==> src/sbh_pkg.sv <==
package sbh_pkg;

  // Field widths
  localparam int IN_W       = 21;
  localparam int HEAD_W     = 16;
  localparam int LEN_W      = 12;
  localparam int BOX_W      = 10;
  localparam int RAD_W      = 12;
  localparam int ANGLE_BITS = 16;
  localparam int FRAC_BITS  = 4;
  localparam int FRAC_MASK  = (1 << FRAC_BITS) - 1;

  // Stream and configuration port widths
  localparam int IN_TDATA_W  = 112;
  localparam int OUT_TDATA_W = 8;
  localparam int CFG_IDX_W   = 2;
  localparam int CFG_DATA_W  = 12;

  localparam logic [CFG_IDX_W-1:0] REG_BOX_SIZE    = 2'd0;
  localparam logic [CFG_IDX_W-1:0] REG_NEAR_RADIUS = 2'd1;

  localparam logic [BOX_W-1:0] BOX_SIZE_RST    = 10'd32;
  localparam logic [RAD_W-1:0] NEAR_RADIUS_RST = 12'd59;

  // Sine polynomial, Q15
  localparam int PB        = ANGLE_BITS - 2;
  localparam int ZSH       = (PB <= 15) ? (15 - PB) : (PB - 15);
  localparam int Z_W       = 16;
  localparam int S_W       = 16;
  localparam int OFS_MAG_W = LEN_W + S_W - 15 + FRAC_BITS;
  localparam int OFS_W     = OFS_MAG_W + 1;

  // Geometry
  localparam int E_W   = ((IN_W > OFS_W) ? IN_W : OFS_W) + 1;
  localparam int PX_W  = E_W - FRAC_BITS;
  localparam int CW    = PX_W + 2;
  localparam int DX_W  = PX_W + 1;
  localparam int CD_W  = CW + 1;
  localparam int CP_W  = CD_W + DX_W;
  localparam int V_W   = CP_W + 1;
  localparam int DA_W  = IN_W + 1;
  localparam int FX_W  = E_W + 1;
  localparam int DOT_W = DA_W + OFS_W + 1;
  localparam int LSQ_W = 2 * OFS_W + 1;
  localparam int DA2_W = 2 * DA_W + 1;
  localparam int DF2_W = 2 * FX_W + 1;
  localparam int CR_W  = DOT_W;
  localparam int M_W   = CR_W;
  localparam int LO_W  = (M_W + 1) / 2;
  localparam int HI_W  = M_W - LO_W;
  localparam int SQ_W  = 2 * M_W;
  localparam int RR_W  = 2 * RAD_W;
  localparam int RL_W  = RR_W + LSQ_W;

  // Pipeline depth
  localparam int N_STAGES = 12;

  // Orientation codes
  localparam logic [1:0] ORI_ZERO = 2'd0;
  localparam logic [1:0] ORI_POS  = 2'd1;
  localparam logic [1:0] ORI_NEG  = 2'd2;

  // Hand-over from the geometry stages to the decision stages.
  // Corners: 0 left/top, 1 right/top, 2 left/bottom, 3 right/bottom.
  // Edges: 0 top, 1 bottom, 2 left, 3 right.
  typedef struct packed {
    logic [3:0][CP_W-1:0] cpa;
    logic [3:0][CP_W-1:0] cpb;
    logic [3:0][1:0]      pcode;
    logic [3:0][1:0]      qcode;
    logic [DOT_W-1:0]     dot;
    logic [LSQ_W-1:0]     lsq;
    logic [DA2_W-1:0]     da2;
    logic [DF2_W-1:0]     df2;
    logic [CR_W-1:0]      cr;
    logic [RR_W-1:0]      rr;
  } geo_t;

endpackage

==> src/sbh_sincos.sv <==
module sbh_sincos (
  input  logic                                clk,
  input  logic [4:0]                          en,
  input  logic signed [sbh_pkg::IN_W-1:0]     start_x,
  input  logic signed [sbh_pkg::IN_W-1:0]     start_y,
  input  logic [sbh_pkg::HEAD_W-1:0]          heading,
  input  logic [sbh_pkg::LEN_W-1:0]           seg_length,
  input  logic signed [sbh_pkg::IN_W-1:0]     center_x,
  input  logic signed [sbh_pkg::IN_W-1:0]     center_y,
  output logic signed [sbh_pkg::IN_W-1:0]     sx,
  output logic signed [sbh_pkg::IN_W-1:0]     sy,
  output logic signed [sbh_pkg::IN_W-1:0]     cx,
  output logic signed [sbh_pkg::IN_W-1:0]     cy,
  output logic signed [sbh_pkg::OFS_W-1:0]    ox,
  output logic signed [sbh_pkg::OFS_W-1:0]    oy
);

  localparam int Z_W = sbh_pkg::Z_W;
  localparam int PB  = sbh_pkg::PB;
  localparam int ANGLE_BITS_W = sbh_pkg::ANGLE_BITS;
  localparam logic [Z_W-1:0] Q_ONE = 16'h8000;

  // Lane 0 is cosine (x), lane 1 is sine (y)
  logic signed [sbh_pkg::IN_W-1:0] sx_q [4];
  logic signed [sbh_pkg::IN_W-1:0] sy_q [4];
  logic signed [sbh_pkg::IN_W-1:0] cx_q [4];
  logic signed [sbh_pkg::IN_W-1:0] cy_q [4];
  logic [sbh_pkg::LEN_W-1:0]       len_q [4];

  logic [Z_W-1:0] z1 [2];
  logic [15:0]    zz1 [2];
  logic           ng1 [2];
  logic [Z_W-1:0] z2 [2];
  logic [15:0]    zz2 [2];
  logic [14:0]    t1 [2];
  logic           ng2 [2];
  logic [Z_W-1:0] z3 [2];
  logic [15:0]    t2 [2];
  logic           ng3 [2];
  logic [sbh_pkg::S_W-1:0] s4 [2];
  logic                    ng4 [2];

  logic [ANGLE_BITS_W-1:0] hq;

  logic [PB-1:0]   ph;
  logic [1:0]      quad;
  logic [1:0]      qd [2];
  logic [Z_W-1:0]  z0;
  logic [Z_W-1:0]  zn [2];
  logic [2*Z_W-1:0] zsq [2];
  logic [27:0]     p2 [2];
  logic [30:0]     p3 [2];
  logic [31:0]     p4 [2];
  logic [27:0]     p5 [2];
  logic [sbh_pkg::OFS_MAG_W-1:0] mag [2];
  logic signed [sbh_pkg::OFS_W-1:0] ofs [2];

  // Split the angle into quadrant and phase, scale phase to Q15
  always_comb begin
    hq   = heading[ANGLE_BITS_W-1:0];
    quad = hq[ANGLE_BITS_W-1 -: 2];
    ph   = hq[PB-1:0];
    z0   = (PB <= 15) ? (Z_W'(ph) << sbh_pkg::ZSH) : Z_W'(ph >> sbh_pkg::ZSH);
    qd[1] = quad;
    qd[0] = quad + 2'd1;
    for (int l = 0; l < 2; l++) begin
      zn[l]  = qd[l][0] ? (Q_ONE - z0) : z0;
      zsq[l] = zn[l] * zn[l];
    end
  end

  // Polynomial steps, one product per stage
  always_comb begin
    for (int l = 0; l < 2; l++) begin
      p2[l]  = 28'(zz1[l]) * 28'd2320;
      p3[l]  = 31'(t1[l]) * 31'(zz2[l]);
      p4[l]  = 32'(t2[l]) * 32'(z3[l]);
      p5[l]  = 28'(len_q[3]) * 28'(s4[l]);
      mag[l] = p5[l][27 -: sbh_pkg::OFS_MAG_W];
      ofs[l] = ng4[l] ? -sbh_pkg::OFS_W'(mag[l]) : sbh_pkg::OFS_W'(mag[l]);
    end
  end

  // Stage 1: z and z squared
  always_ff @(posedge clk) begin
    if (en[0]) begin
      for (int l = 0; l < 2; l++) begin
        z1[l]  <= zn[l];
        zz1[l] <= zsq[l][30:15];
        ng1[l] <= qd[l][1];
      end
      sx_q[0]  <= start_x;
      sy_q[0]  <= start_y;
      cx_q[0]  <= center_x;
      cy_q[0]  <= center_y;
      len_q[0] <= seg_length;
    end
  end

  // Stage 2: first coefficient
  always_ff @(posedge clk) begin
    if (en[1]) begin
      for (int l = 0; l < 2; l++) begin
        z2[l]  <= z1[l];
        zz2[l] <= zz1[l];
        t1[l]  <= 15'd21024 - 15'(p2[l][27:15]);
        ng2[l] <= ng1[l];
      end
      sx_q[1]  <= sx_q[0];
      sy_q[1]  <= sy_q[0];
      cx_q[1]  <= cx_q[0];
      cy_q[1]  <= cy_q[0];
      len_q[1] <= len_q[0];
    end
  end

  // Stage 3: second coefficient
  always_ff @(posedge clk) begin
    if (en[2]) begin
      for (int l = 0; l < 2; l++) begin
        z3[l]  <= z2[l];
        t2[l]  <= 16'd51472 - p3[l][30:15];
        ng3[l] <= ng2[l];
      end
      sx_q[2]  <= sx_q[1];
      sy_q[2]  <= sy_q[1];
      cx_q[2]  <= cx_q[1];
      cy_q[2]  <= cy_q[1];
      len_q[2] <= len_q[1];
    end
  end

  // Stage 4: sine magnitude
  always_ff @(posedge clk) begin
    if (en[3]) begin
      for (int l = 0; l < 2; l++) begin
        s4[l]  <= p4[l][30:15];
        ng4[l] <= ng3[l];
      end
      sx_q[3]  <= sx_q[2];
      sy_q[3]  <= sy_q[2];
      cx_q[3]  <= cx_q[2];
      cy_q[3]  <= cy_q[2];
      len_q[3] <= len_q[2];
    end
  end

  // Stage 5: scaled offsets, truncated toward zero
  always_ff @(posedge clk) begin
    if (en[4]) begin
      ox <= ofs[0];
      oy <= ofs[1];
      sx <= sx_q[3];
      sy <= sy_q[3];
      cx <= cx_q[3];
      cy <= cy_q[3];
    end
  end

endmodule

==> config.mk <==
export PLATFORM = sky130hd
export DESIGN_NAME = sbh_sincos
export DESIGN_NICKNAME = d
export VERILOG_FILES = /design/src/sbh_pkg.sv /design/src/sbh_sincos.sv
export SDC_FILE = /design/constraint.sdc
export NUM_CORES = 2
export LEC_CHECK = 0
export BUFFER_PORTS_ARGS = -buffer_cell sky130_fd_sc_hd__buf_2
export CAP_MARGIN = 0
export CORE_MARGIN = 3
export CORE_UTILIZATION = 30
export DETAILED_ROUTE_END_ITERATION = 16
export GPL_ROUTABILITY_DRIVEN = 0
export PLACE_DENSITY = 0.48
export SLEW_MARGIN = 15
export SYNTH_ARGS = -nofsm -noshare
export SYNTH_HDL_FRONTEND = slang
export SYNTH_SLANG_ARGS = --single-unit
==> constraint.sdc <==
create_clock -name clk -period 13.2 [get_ports clk]
set_input_delay 2.64 -clock clk [delete_from_list [all_inputs] [get_ports clk]]
set_output_delay 2.64 -clock clk [all_outputs]
set_load 0.05 [all_outputs]
==> Yosys cells after proc, flatten, opt, wreduce, memory -nomap -nowiden <==
Memories as Yosys holds them, arrays and structs flattened. A register that Yosys moved wholly into a read port is not among the register bits.
Index checks and enable logic that the tools add are counted.
{ "op_classes": {"add_sub_neg": 8, "eq_ne": 0, "n_mux": 12, "n_bitwise": 0, "n_shift": 0, "order_cmp": 0, "div": 0, "n_reduce_logical": 0, "mul": 10} }
{ "op_table": {"columns": ["operator", "n"], "rows": [
  ["16-bit by 16-bit multiplier with 31-bit output", 4],
  ["15-bit by 16-bit multiplier with 31-bit output", 2],
  ["12-bit by 16-bit multiplier with 28-bit output", 2],
  ["16-bit by 8-bit multiplier with 24-bit output (second input constant)", 2],
  ["17-bit negator with 18-bit output", 2],
  ["17-bit two-way mux", 2],
  ["16-bit two-way mux", 2],
  ["16-bit subtractor (first input constant)", 2],
  ["15-bit by 13-bit subtractor with 15-bit output (first input constant)", 2],
  ["16-bit by 15-bit subtractor with 16-bit output (first input constant)", 1],
  ["1-bit two-way mux", 8],
  ["2-bit by 1-bit adder with 2-bit output (second input constant)", 1]
]} }
{ "totals": {"ff_bits": 36, "input_bits": 118, "n_memories": 17, "latchBits": 0, "rom_bits": 0, "out_inout_bits": 120, "ram_bits": 646} }
{ "memory_table": {"columns": ["memory", "depth", "width", "rd", "rd_clocked_by_memory_dff", "write_ports", "line_no", "text"], "rows": [
  ["cx_q", 4, 21, 4, 1, 4, "sbh_sincos.sv:26", "logic signed [sbh_pkg::IN_W-1:0] cx_q [4];"],
  ["cy_q", 4, 21, 4, 1, 4, "sbh_sincos.sv:27", "logic signed [sbh_pkg::IN_W-1:0] cy_q [4];"],
  ["sx_q", 4, 21, 4, 1, 4, "sbh_sincos.sv:24", "logic signed [sbh_pkg::IN_W-1:0] sx_q [4];"],
  ["sy_q", 4, 21, 4, 1, 4, "sbh_sincos.sv:25", "logic signed [sbh_pkg::IN_W-1:0] sy_q [4];"],
  ["len_q", 4, 12, 4, 0, 4, "sbh_sincos.sv:28", "logic [sbh_pkg::LEN_W-1:0] len_q [4];"],
  ["s4", 2, 16, 2, 0, 2, "sbh_sincos.sv:40", "logic [sbh_pkg::S_W-1:0] s4 [2];"],
  ["+11 memories", null, null, null, null, null, null, null]
]} }

==> Depth between registers and ports, before layout <==
An unclocked memory read counts as a cell.
{ "logic_depth": {"word_depth": 4, "mapped_depth": 33, "ltp_nobuf": 32} }

==> Worst setup path after synthesis <==
OpenSTA, ideal clock, no wires.
{ "synth_timing": {"path_kind": "input to register", "startpoint": "input heading[0] (netlist name)", "endpoint": "memory zz1[0][15], data pin", "setup_slack_ns": 2.519, "required_ns": 12.940, "setup_ns": 0.260, "cell_stages": 31, "arrival_ns": 10.421, "path_cell_list": "buf_1 clkinv_1 ha_1 nand2_1 or3_1 or3_1 or3_1 nor2b_1 xnor2_1 inv_2 nand2_1 fa_1 fa_1 inv_1 fa_1 fa_1 fa_1 inv_1 fa_1 inv_1 ha_1 a21o_1 a21o_1 a21oi_1 o21ai_0 a21oi_1 o21ai_0 o41a_1 a21o_1 a21oi_1 xnor2_1"} }
{ "synth_lines": {"columns": ["element", "line_no", "text"], "rows": [
  ["from (decl)", "sbh_sincos.sv:6", "input logic [sbh_pkg::HEAD_W-1:0] heading,"],
  ["to (decl)", "sbh_sincos.sv:31", "logic [15:0] zz1 [2];"]
]} }

==> summary.md <==
| Metric | Value |
|---|---|
| CTS tree | built |
| Overflow after GRT | 0 |
| Chip width | 527 um |
| Crit path launch type | input pin |
| Total track usage | 14.6% |
| Worst-path clk slew | 0.06 ns |
| Routed length on met1 | 90400 um |
| Synth Area in Simple Gates | 12.3% |
| Count of final setup violators | 0 |
| DRC viols | 0 |
| Metal2 WL | 95800 um |
| Delay-heaviest family, CP | adder cells |
| # fillers | 27279 |
| Std-Cell Core Area | 269000 sq um |
| FF-to-FF path depth | 25 |
| Max_slew headroom | 25.7% |
| EDFF count, synth | 757 |
| Crit Path Category | input pin to register |
| Hold Path Class | register to register |
| CP peak stage delay | 0.84 ns |
| Post-CTS setup buffer count | 0 |
| Final ANT Viol Nets | 0 |
| Root Driver | clkbuf_16 |
| Cts bufs inserted | 87 |
| Layout area overhead | 9.98% |
| Slowest cell on crit path | xor2_1 |
| Global-route wire length before repair | 321000 um |
| Tcrit/Tclk final | 84.9% |
| Largest family of logic cells by synthesized area | adder cells |
| Hold Path Stages | 0 |
| Final Hold Fails | 0 |
| WP depth | 30 |
| RSZ-0062 raised after global routing | false |
| Seq/Total Area, Yosys | 27.9% |
| Layout Nets | 9952 |
| Number of max-cap violations | 0 |
| Flop2flop setup slack | 5.09 ns |
| Design area | 89500 sq um |
| WP data required | 13.65 ns |
| Setup Skew | 0.0349 ns |
| Highest clock rate | 89.2 MHz |
| I/O pin count | 238 |
| Worst setup EP type | register |
| Post-layout minimum cycle time | 11.21 ns |
| Via count | 51729 |
| Critical path peak fanout | 23 |
| Vias in the first global route | 57085 |
| Pin count of the biggest net entering global routing | 92 |
| Clk sink count | 757 |
| Synth top area cells | fa_1 (31%), edfxtp_1 (28%), ha_1 (13%), inv_1 (7.4%), nand2_1 (4.8%) |
| Most used cell along the critical path | fa_1 |
| DR iter-0 viols | 2419 |
| Mapped cell area | 81400 sq um |
| Top cell type by total area after synthesis | fa_1 |
| Post-synthesis compound-gate area fraction | 4.22% |
| I/O Buffers | 237 |
| Gate Count Post-Synth | 7593 |
| Die H | 527 um |
| Initial Util | 30.3% |
| Via/cell ratio | 4.55 |
| Htree depth | 3 |
| Status | completed |
| Setup TNS Final | 0 ns |
| Syn avg cell area | 10.7 sq um |
| Buf/Inv on CP | 5 |
| Pins Over Slew Limit | 0 |
| Resized cells post-CTS | 0 |
| Hold buffers post-CTS | 0 |
| Mux contribution to synthesized area | 0.101% |
| Netlist cell types | 99 |
| Initial DRT Pass Iterations | 5 |
| Clk_lat worst skew | 0.73 ns |
| Critical path arrival | 11.65 ns |
| Most frequent cells in the layout | inv_1 (1612), fa_1 (1278), nand2_1 (1043) |
| Detail Placement HPWL | 152000 um |
| Met3 WL | 8210 um |
| FP Rows | 190 |
| Xor/xnor share of the synthesized area | 2.74% |
| Top layer in use | met5 |
| DR WL/cell | 17.5 um |
| Total number of yosys warnings | 0 |
| Initial antenna violation count | 12 |
| Commonest non-fill, non-tap cell in the layout | inv_1 |
| Top cell type's share of synthesized area | 31.4% |
| Max clock buf depth | 3 |
| Share of cells above drive strength 1 | 5.95% |
| Commonest register cell after synthesis | edfxtp_1 |
| Asr flop ratio synth | 0% |
| Worst slew pin tran | 1.11 ns |
| Final wirelength | 198000 um |
| Register bit total from synthesis | 757 |
| Placed Area | 86600 sq um |
| Die Area | 278000 sq um |
| Adder-Cell Fraction of Synth Area | 44.0% |
## through the flow
step | setup slack, ns | cells | util, % | hold WS [ns]
finish | 1.99 | 11359 | 33.3 | 0.388
global route | 1.53 | 11356 | 33.3 | 0.397
CTS | 2.07 | 11354 | 33.3 | 0.384
detailed placement | 1.25 | 11200 | 32.2 | 0.405
global placement | 1.29 | 11200 | 32.2 | 0.400
floorplan | 2.52 | 7609 | - | 0.400
## metal layers
| layer | global-route usage [%] | up-vias |
|---|---|---|
| met1 | 19.7 | 26561 |
| li1 | - | 23959 |
| met4 | 3.23 | 4 |
| met5 | 0 | - |
| met3 | 1.74 | 194 |
| met2 | 25.0 | 1011 |
## Yosys cell counts, types with 35 or more instances
library cell / number
clkbuf_1: 237
xor2_1: 88
nor2b_1: 35
inv_1: 1612
ha_1: 819
nand3_1: 39
a21o_1: 56
nor2_1: 197
o21ai_0: 91
a21oi_1: 129
edfxtp_1: 757
xnor2_1: 161
nor3_1: 45
fa_1: 1278
nand2_1: 1043
and2_1: 567
## state kept, by name, summed over array words and instances (netlist names)
name / cells
sx: 21
cy_q: 84
ng2: 2
zz2: 32
sy_q: 84
ng3: 2
zz1: 32
t2: 32
cx: 21
z2: 29
ox: 18
len_q: 48
cx_q: 84
sy: 21
s4: 32
oy: 18
ng4: 2
sx_q: 84
z3: 29
cy: 21
t1: 30
ng1: 2
z1: 29
## worst paths after layout
path                          end             startpoint
max          zz1[0][31]$_DFFE_PP_             heading[0]
max reg2reg   t2[0][31]$_DFFE_PP_    t1[0][22]$_DFFE_PP_
min              cy[20]$_DFFE_PP_  cy_q[3][20]$_DFFE_PP_
min reg2reg      cy[20]$_DFFE_PP_  cy_q[3][20]$_DFFE_PP_
## logic make-up (layout without fill, tap and decap cells)
logic type | Yosys count | in the layout
compound gates | 510 | 510
mux | 8 | 8
flops | 757 | 757
other cells | 2 | 23
buf+inv | 1872 | 2065
fa+ha+maj | 2097 | 2097
xor+xnor | 252 | 252
simple gates | 2095 | 2095
## area by class of cell
| class | count | area, sq um | area share [%] |
|---|---|---|---|
| timing repair buffer | 286 | 1600 | 1.78 |
| inverter | 1625 | 6100 | 6.81 |
| antenna | 5 | 12.5 | 0.0140 |
| clock inverter | 57 | 734 | 0.820 |
| multi-input combinational | 4980 | 51700 | 57.7 |
| clock buffer | 97 | 2210 | 2.47 |
| tap | 3552 | 4440 | 4.96 |
| sequential | 757 | 22700 | 25.4 |
Power is not shown: default switching activity piles up to over one toggle a cycle in this logic, so the estimate is an artifact.
